`config.mk`:
```
export PLATFORM = sky130hd
export DESIGN_NAME = ultrasonic_echo_ranger_core
export DESIGN_NICKNAME = d
export VERILOG_FILES = /design/src/hdl/uer_pkg.sv /design/src/hdl/uer_seq.sv /design/src/hdl/ultrasonic_echo_ranger_core.sv
export SDC_FILE = /design/constraint.sdc
export NUM_CORES = 1
export LEC_CHECK = 0
export BUFFER_PORTS_ARGS = -buffer_cell sky130_fd_sc_hd__buf_4
export CORE_MARGIN = 4
export CORE_UTILIZATION = 45
export DETAILED_ROUTE_END_ITERATION = 8
export PLACE_DENSITY_LB_ADDON = 0.25
export RECOVER_POWER = 100
export SYNTH_ARGS = -nofsm -noshare
export SYNTH_HDL_FRONTEND = slang
export SYNTH_SLANG_ARGS = --single-unit
```
`constraint.sdc`:
```
create_clock -name clock -period 7.2 [get_ports clock]
set_clock_uncertainty 0.1 [all_clocks]
set_input_delay 1.44 -clock clock [delete_from_list [all_inputs] [get_ports clock]]
set_output_delay 1.44 -clock clock [all_outputs]
set_load 0.01 [all_outputs]
```
`src/hdl/uer_pkg.sv`:
```
// shared types and constants of the ultrasonic echo ranger
`timescale 1ns / 1ps

package uer_pkg;

   // configuration register indexes
   localparam logic [1:0] REG_TRIGGER_TICKS = 2'd0;
   localparam logic [1:0] REG_TICKS_PER_CM  = 2'd1;
   localparam logic [1:0] REG_REAR_MAX_CM   = 2'd2;
   localparam logic [1:0] REG_TIMEOUT_TICKS = 2'd3;

   // register reset values
   localparam logic [7:0]  TRIGGER_TICKS_RST = 8'd10;
   localparam logic [7:0]  TICKS_PER_CM_RST  = 8'd58;
   localparam logic [9:0]  REAR_MAX_CM_RST   = 10'd200;
   localparam logic [15:0] TIMEOUT_TICKS_RST = 16'd35555;

   // command codes
   localparam logic [1:0] CMD_NONE  = 2'd0;
   localparam logic [1:0] CMD_FRONT = 2'd1;
   localparam logic [1:0] CMD_REAR  = 2'd2;
   localparam logic [1:0] CMD_BOTH  = 2'd3;

   localparam logic [9:0]  CM_MAX      = 10'd1023;
   localparam logic [7:0]  TRIG_MAX    = 8'd255;
   localparam logic [15:0] ELAPSED_MAX = 16'hFFFF;

   // configuration as seen by the sequencer
   typedef struct packed {
      logic [7:0]  trigger_ticks;
      logic [7:0]  ticks_per_cm;
      logic [9:0]  rear_max_cm;
      logic [15:0] timeout_ticks;
   } cfg_type;

   // one result word
   typedef struct packed {
      logic       trig_front;
      logic       trig_rear;
      logic       done_res;
      logic [9:0] distance_cm;
      logic       sensor;
      logic       busy_res;
   } result_type;

endpackage

```
`src/hdl/uer_seq.sv`:
```
// measurement sequencer: trigger, echo wait, pulse count and finish per tick
`timescale 1ns / 1ps

module uer_seq (
   input  logic                clock,
   input  logic                reset,
   input  logic                advance,
   input  logic [1:0]          command,
   input  logic                echo_front,
   input  logic                echo_rear,
   input  uer_pkg::cfg_type    cfg,
   output uer_pkg::result_type result
);
   import uer_pkg::*;

   typedef enum logic [2:0] {
      PH_IDLE        = 3'd0,
      PH_TRIG_FRONT  = 3'd1,
      PH_WAIT_FRONT  = 3'd2,
      PH_PULSE_FRONT = 3'd3,
      PH_TRIG_REAR   = 3'd4,
      PH_WAIT_REAR   = 3'd5,
      PH_PULSE_REAR  = 3'd6
   } phase_type;

   phase_type   phase_ff, phase_in;
   logic [7:0]  trig_cnt_ff, trig_cnt_in;
   logic [15:0] elapsed_ff, elapsed_in;
   logic [7:0]  sub_ff, sub_in;
   logic [9:0]  cm_ff, cm_in;
   logic        rear_pend_ff, rear_pend_in;
   logic [9:0]  last_dist_ff, last_dist_in;

   // next state and result for the tick at the input
   always_comb begin
      logic       rear;
      logic       pulse;
      logic       echo;
      logic       finish;
      logic [9:0] dist_cm;
      logic [8:0] sub_next;

      phase_in     = phase_ff;
      trig_cnt_in  = trig_cnt_ff;
      elapsed_in   = elapsed_ff;
      sub_in       = sub_ff;
      cm_in        = cm_ff;
      rear_pend_in = rear_pend_ff;
      last_dist_in = last_dist_ff;
      rear         = 1'b0;
      pulse        = 1'b0;
      echo         = 1'b0;
      finish       = 1'b0;
      dist_cm      = '0;
      sub_next     = '0;
      result       = '0;

      // command start while idle
      if (phase_ff == PH_IDLE && command != CMD_NONE) begin
         phase_in     = (command == CMD_REAR) ? PH_TRIG_REAR : PH_TRIG_FRONT;
         rear_pend_in = (command == CMD_BOTH);
         trig_cnt_in  = '0;
         elapsed_in   = '0;
         sub_in       = '0;
         cm_in        = '0;
      end

      case (phase_in)
         PH_TRIG_FRONT, PH_TRIG_REAR: begin
            rear = (phase_in == PH_TRIG_REAR);
            result.trig_rear  = rear;
            result.trig_front = !rear;
            if (trig_cnt_in < TRIG_MAX) begin
               trig_cnt_in = trig_cnt_in + 8'd1;
            end
            if (trig_cnt_in >= cfg.trigger_ticks) begin
               phase_in   = rear ? PH_WAIT_REAR : PH_WAIT_FRONT;
               elapsed_in = '0;
               sub_in     = '0;
               cm_in      = '0;
            end
         end
         PH_WAIT_FRONT, PH_WAIT_REAR, PH_PULSE_FRONT, PH_PULSE_REAR: begin
            pulse = (phase_in == PH_PULSE_FRONT) || (phase_in == PH_PULSE_REAR);
            rear  = (phase_in == PH_WAIT_REAR) || (phase_in == PH_PULSE_REAR);
            echo  = rear ? echo_rear : echo_front;
            if (pulse && !echo) begin
               // falling edge ends the pulse
               finish  = 1'b1;
               dist_cm = (rear && cm_in > cfg.rear_max_cm) ? 10'd0 : cm_in;
            end else begin
               if (!pulse && echo) begin
                  phase_in   = rear ? PH_PULSE_REAR : PH_PULSE_FRONT;
                  elapsed_in = '0;
                  sub_in     = '0;
                  cm_in      = '0;
                  pulse      = 1'b1;
               end
               // centimetre sub-counter
               if (pulse) begin
                  sub_next = {1'b0, sub_in} + 9'd1;
                  if (sub_next >= {1'b0, cfg.ticks_per_cm}) begin
                     sub_in = '0;
                     if (cm_in < CM_MAX) begin
                        cm_in = cm_in + 10'd1;
                     end
                  end else begin
                     sub_in = sub_next[7:0];
                  end
               end
               // wait or pulse timeout
               if (elapsed_in < ELAPSED_MAX) begin
                  elapsed_in = elapsed_in + 16'd1;
               end
               if (elapsed_in >= cfg.timeout_ticks) begin
                  finish  = 1'b1;
                  dist_cm = '0;
               end
            end
         end
         default: begin
            phase_in = PH_IDLE;
         end
      endcase

      // measurement end, chain to rear when pending
      if (finish) begin
         result.done_res = 1'b1;
         result.sensor   = rear;
         last_dist_in    = dist_cm;
         elapsed_in      = '0;
         sub_in          = '0;
         cm_in           = '0;
         trig_cnt_in     = '0;
         phase_in        = (!rear && rear_pend_ff) ? PH_TRIG_REAR : PH_IDLE;
         rear_pend_in    = 1'b0;
      end

      result.distance_cm = last_dist_in;
      result.busy_res    = (phase_in != PH_IDLE);
   end

   // state registers, moved once per accepted word
   always_ff @(posedge clock) begin
      if (reset) begin
         phase_ff     <= PH_IDLE;
         trig_cnt_ff  <= '0;
         elapsed_ff   <= '0;
         sub_ff       <= '0;
         cm_ff        <= '0;
         rear_pend_ff <= 1'b0;
         last_dist_ff <= '0;
      end else if (advance) begin
         phase_ff     <= phase_in;
         trig_cnt_ff  <= trig_cnt_in;
         elapsed_ff   <= elapsed_in;
         sub_ff       <= sub_in;
         cm_ff        <= cm_in;
         rear_pend_ff <= rear_pend_in;
         last_dist_ff <= last_dist_in;
      end
   end

endmodule

```
`src/hdl/ultrasonic_echo_ranger_core.sv`:
```
// top level of the ultrasonic echo ranger: config registers and result register
//
//   port group | dir | handshake          | word
//   req_       | in  | req_valid/stall    | command, echo_front, echo_rear
//   rsp_       | out | rsp_valid/stall    | triggers, done, distance, sensor, busy
//   csr_       | in  | csr_write_en       | csr_index, csr_data
//
// one word in, one word out; a word is taken every cycle unless req_stall holds, its
// result shows in the next cycle from the result register.
// the sequencer state advances in the cycle a request word is accepted.
// req_stall rises only while the result register is full and rsp_stall holds.
// reset is synchronous and loads the default register values and idle state.
`timescale 1ns / 1ps

module ultrasonic_echo_ranger_core (
   input  logic        clock,
   input  logic        reset,
   input  logic        req_valid,
   output logic        req_stall,
   input  logic [1:0]  req_command,
   input  logic        req_echo_front,
   input  logic        req_echo_rear,
   output logic        rsp_valid,
   input  logic        rsp_stall,
   output logic        rsp_trig_front,
   output logic        rsp_trig_rear,
   output logic        rsp_done_res,
   output logic [9:0]  rsp_distance_cm,
   output logic        rsp_sensor,
   output logic        rsp_busy_res,
   input  logic        csr_write_en,
   input  logic [1:0]  csr_index,
   input  logic [15:0] csr_data
);
   import uer_pkg::*;

   cfg_type    cfg_ff;
   result_type step_res;
   result_type rsp_ff;
   logic       rsp_valid_ff;
   logic       req_take;

   // configuration registers
   always_ff @(posedge clock) begin
      if (reset) begin
         cfg_ff.trigger_ticks <= TRIGGER_TICKS_RST;
         cfg_ff.ticks_per_cm  <= TICKS_PER_CM_RST;
         cfg_ff.rear_max_cm   <= REAR_MAX_CM_RST;
         cfg_ff.timeout_ticks <= TIMEOUT_TICKS_RST;
      end else if (csr_write_en) begin
         case (csr_index)
            REG_TRIGGER_TICKS: cfg_ff.trigger_ticks <= csr_data[7:0];
            REG_TICKS_PER_CM:  cfg_ff.ticks_per_cm  <= csr_data[7:0];
            REG_REAR_MAX_CM:   cfg_ff.rear_max_cm   <= csr_data[9:0];
            REG_TIMEOUT_TICKS: cfg_ff.timeout_ticks <= csr_data;
            default: ;
         endcase
      end
   end

   // input side handshake
   assign req_stall = rsp_valid_ff && rsp_stall;
   assign req_take  = req_valid && !req_stall;

   uer_seq u_seq (
      .clock      (clock),
      .reset      (reset),
      .advance    (req_take),
      .command    (req_command),
      .echo_front (req_echo_front),
      .echo_rear  (req_echo_rear),
      .cfg        (cfg_ff),
      .result     (step_res)
   );

   // result register
   always_ff @(posedge clock) begin
      if (reset) begin
         rsp_valid_ff <= 1'b0;
      end else if (req_take) begin
         rsp_valid_ff <= 1'b1;
      end else if (!rsp_stall) begin
         rsp_valid_ff <= 1'b0;
      end
   end

   always_ff @(posedge clock) begin
      if (req_take) begin
         rsp_ff <= step_res;
      end
   end

   assign rsp_valid       = rsp_valid_ff;
   assign rsp_trig_front  = rsp_ff.trig_front;
   assign rsp_trig_rear   = rsp_ff.trig_rear;
   assign rsp_done_res    = rsp_ff.done_res;
   assign rsp_distance_cm = rsp_ff.distance_cm;
   assign rsp_sensor      = rsp_ff.sensor;
   assign rsp_busy_res    = rsp_ff.busy_res;

   // checks
   a_one_trigger: assert property (@(posedge clock) disable iff (reset)
      rsp_valid_ff |-> !(rsp_ff.trig_front && rsp_ff.trig_rear))
      else $error("both triggers driven");

   a_trig_busy: assert property (@(posedge clock) disable iff (reset)
      rsp_valid_ff && (rsp_ff.trig_front || rsp_ff.trig_rear) |-> rsp_ff.busy_res)
      else $error("trigger driven while not busy");

   a_rear_limit: assert property (@(posedge clock) disable iff (reset)
      rsp_valid_ff && rsp_ff.done_res && rsp_ff.sensor
         |-> rsp_ff.distance_cm <= cfg_ff.rear_max_cm)
      else $error("rear distance above limit");

   a_stall_full: assert property (@(posedge clock) disable iff (reset)
      req_stall |-> rsp_valid_ff)
      else $error("input stalled with empty result register");

endmodule

```
==> results.py <==
metrics = {
    "sta": {
        "fmax_mhz": 157,
        "setup-tns-final_ns": 0,
        "slew_headroom_pct": -68.3,
        "setup_viol": 0,
        "tightest_slew_ns": 2.52,
        "hold_viol_final": 0,
        "holdWs_ns": 0.352,
        "finalCritPeriodShare_pct": 88.4,
        "fin_ws_ns": 0.836,
        "final_max_slew_viol_count": 75,
        "min_period_ns": 6.36,
        "rsz0062_at_grt": "no",
    },
    "worst_setup_path": {
        "startpoint_type": "input pin",
        "critPathArrivalTime_ns": 6.46,
        "cp-end-kind": "flop",
        "cp_data_required_time_ns": 7.30,
        "crit_fanout": 10,
        "critical_path_class": "input pin to flop",
    },
    "grt": {
        "first_global_vias": 6207,
        "grt_use_met3_pct": 4.98,
        "grt_use_met1_pct": 32.8,
        "grt.busiest_layer": "met2",
        "grt_pass1_wl_um": 33000,
        "grtUsageTotal_pct": 23.1,
        "antenna_found_initial": 0,
        "grtUsageMet2_pct": 35.9,
        "grt_max_degree": 48,
        "overflow": 0,
    },
    "cts": {
        "post_cts_buffers": 0,
        "numCtsBuffers": 17,
        "path_clk_slew_ns": 0.05,
        "cts_tree": "yes",
        "insertion_delay_ns": 0.42,
        "cts_resized": 0,
        "htreeDepth": 4,
        "cts_hold_buf": 0,
        "cts_num_sinks": 114,
        "clk_path_buf_depth": 2,
        "clockRootBuffer": "clkbuf_16",
    },
    "hold_path": {
        "min_path_type": "flop to flop",
    },
    "synth": {
        "syn_area_mm2": 0.00708,
        "synth_edf_count": 15,
        "synth_top_area_cell": "dfxtp_1",
        "netlist_instances": 878,
        "synth_flop_cell": "dfxtp_1",
        "ys_async_sr_fraction_pct": 0,
        "postSynthAreaPerCell_um2": 8.06,
        "synth_cell_types": 85,
        "synth_top_area_share_pct": 28.0,
        "synth_seq_area_share_pct": 34.4,
        "yosysWarnings": 0,
        "yosys-top-cells-area": "dfxtp_1 28%, ha_1 8.1%, nand2_1 7.2%, edfxtp_1 6.4%, a21oi_1 4.4%",
        "ys_seq_elements": 114,
        "synth_fp_nets": 951,
    },
    "routing": {
        "drc": 0,
        "drt_wl_total_um": 20300,
        "via_per_inst": 5.82,
        "post_drt_wl_per_cell_um": 17.9,
        "dr_total_vias": 6622,
        "detail-route-antenna-nets": 0,
        "drtIter0Drc": 665,
        "drt_pre_antenna_iters": 5,
    },
    "layout": {
        "num_antenna_cells": 0,
        "fin_area_mm2": 0.00808,
        "postLayoutCoreUtil_pct": 52.8,
        "area_growth_pct": 14.2,
        "nNetsFinal": 986,
        "fillerInstances": 1509,
        "final_cells": 1137,
        "drive_gt1_share_pct": 9.07,
    },
    "placement": {
        "dpl.hpwl_um": 14400,
        "pre_cts_slack_ns": 0.932,
        "place_area_mm2": 0.00758,
        "routabilityCongestion": 0.916,
        "placed_cells": 1105,
        "port_buffers": 43,
    },
    "die": {
        "row_count": 45,
        "start_util_pct": 46.2,
        "die_h_um": 133,
        "die_width_um": 133,
        "io_pins": 44,
        "dieArea_mm2": 0.0178,
        "core_area_mm2": 0.0153,
    },
    "power": {
        "irDropWorstVdd_mv": 0.215,
        "power_density_mw_per_mm2": 217,
        "cellLeakagePower_nw": 3.24,
        "p_total_mw": 1.75,
    },
    "status": {
        "violations": "max-capacitance violations, max-slew violations",
        "outcome": "finished, violations left",
    },
    "run": {
        "cap_violations": 2,
    },
}
==> where the power goes <==
group	total (mW)	switching, mW	internal [mW]
sequential	0.675	0.0119	0.663
combinational	0.172	0.119	0.0529
clock	0.904	0.295	0.609
total	1.75	0.426	1.32
==> Yosys cell counts (17+ instances only) <==
cell and instances:
dfxtp_1 99, clkbuf_1 25, nand2_1 136, o211ai_1 18
nand3_1 33, inv_1 59, ha_1 46, a21oi_1 62
nor2_1 66, a22o_1 18, o21ai_0 53, nand4_1 17
==> metal layers <==
metal	vias up	part of all wire (%)
li1	3251	-
met1	3060	45
met2	281	45
met3	30	7.9
met4	0	1.8
met5	-	0
==> final timing paths <==
check / from / end / slack (ns) / cells after the start
max reg2reg: u_seq.phase_ff[1] / u_seq.cm_ff[3] / 1.17 / 18
min: cfg_ff[21] / cfg_ff[21] / 0.35 / 2
max: req_command[1] / u_seq.sub_ff[7] / 0.84 / 17
min reg2reg: cfg_ff[21] / cfg_ff[21] / 0.35 / 2
==> kinds of logic (layout without fill, tap and decap cells) <==
| group | Yosys count | after routing | synth area share, % |
|---|---|---|---|
| AOI/OAI and AO/OA | 248 | 248 | 24.1 |
| xor gates and xnor gates | 23 | 23 | 2.85 |
| adders and majority gates | 47 | 47 | 8.27 |
| buffers and inverters | 104 | 152 | 6.08 |
| DFF | 114 | 114 | 34.4 |
| muxes | 12 | 12 | 1.96 |
| and+or+nand+nor | 330 | 330 | 22.3 |
==> critical path, cell delays in order <==
cell      delay [ns]
clkbuf_1        0.12
o21ai_2         0.40
and2_1          0.26
ha_1            0.19
and3_1          0.24
nand2_1         0.11
or4b_1          0.65
nand2_1         0.15
xor2_1          0.23
ha_1            0.18
nand2_1         0.05
o21ai_0         0.29
a311oi_4        0.19
o31ai_1         1.06
o21ai_0         0.51
a22oi_1         0.34
nor2_1          0.06
==> layout by cell type (no fill, tap or decap), types with 17 or more instances in the layout <==
cell type,Yosys,layout
nand3_1,33,33
inv_1,59,60
ha_1,46,46
dfxtp_1,99,99
buf_4,5,35
nand4_1,17,17
nor2_1,66,66
clkbuf_16,0,17
clkbuf_1,25,26
o211ai_1,18,18
nand2_1,136,136
a22o_1,18,18
o21ai_0,53,57
a21oi_1,62,63
==> layout make-up <==
class | count | area (µm²) | area share, %
inverters | 61 | 229 | 2.83
flip-flops and latches | 114 | 2430 | 30.1
well taps | 211 | 264 | 3.27
clock buffers | 20 | 437 | 5.40
clock inverters | 12 | 188 | 2.32
multi-input cells | 660 | 4180 | 51.7
repair buffers | 59 | 357 | 4.41
==> registers in the layout (all words and copies together), names as in the netlist <==
signal and cells:
rsp_distance_cm 10, cfg_ff 42, u_seq.rear_pend_ff 1, u_seq.elapsed_ff 16
u_seq.last_dist_ff 10, u_seq.trig_cnt_ff 8, rsp_done_res 1, u_seq.cm_ff 10
rsp_trig_front 1, rsp_trig_rear 1, u_seq.sub_ff 8, rsp_busy_res 1
u_seq.phase_ff 3, rsp_valid 1, rsp_sensor 1
No activity file was read; power rests on OpenSTA's default activity.
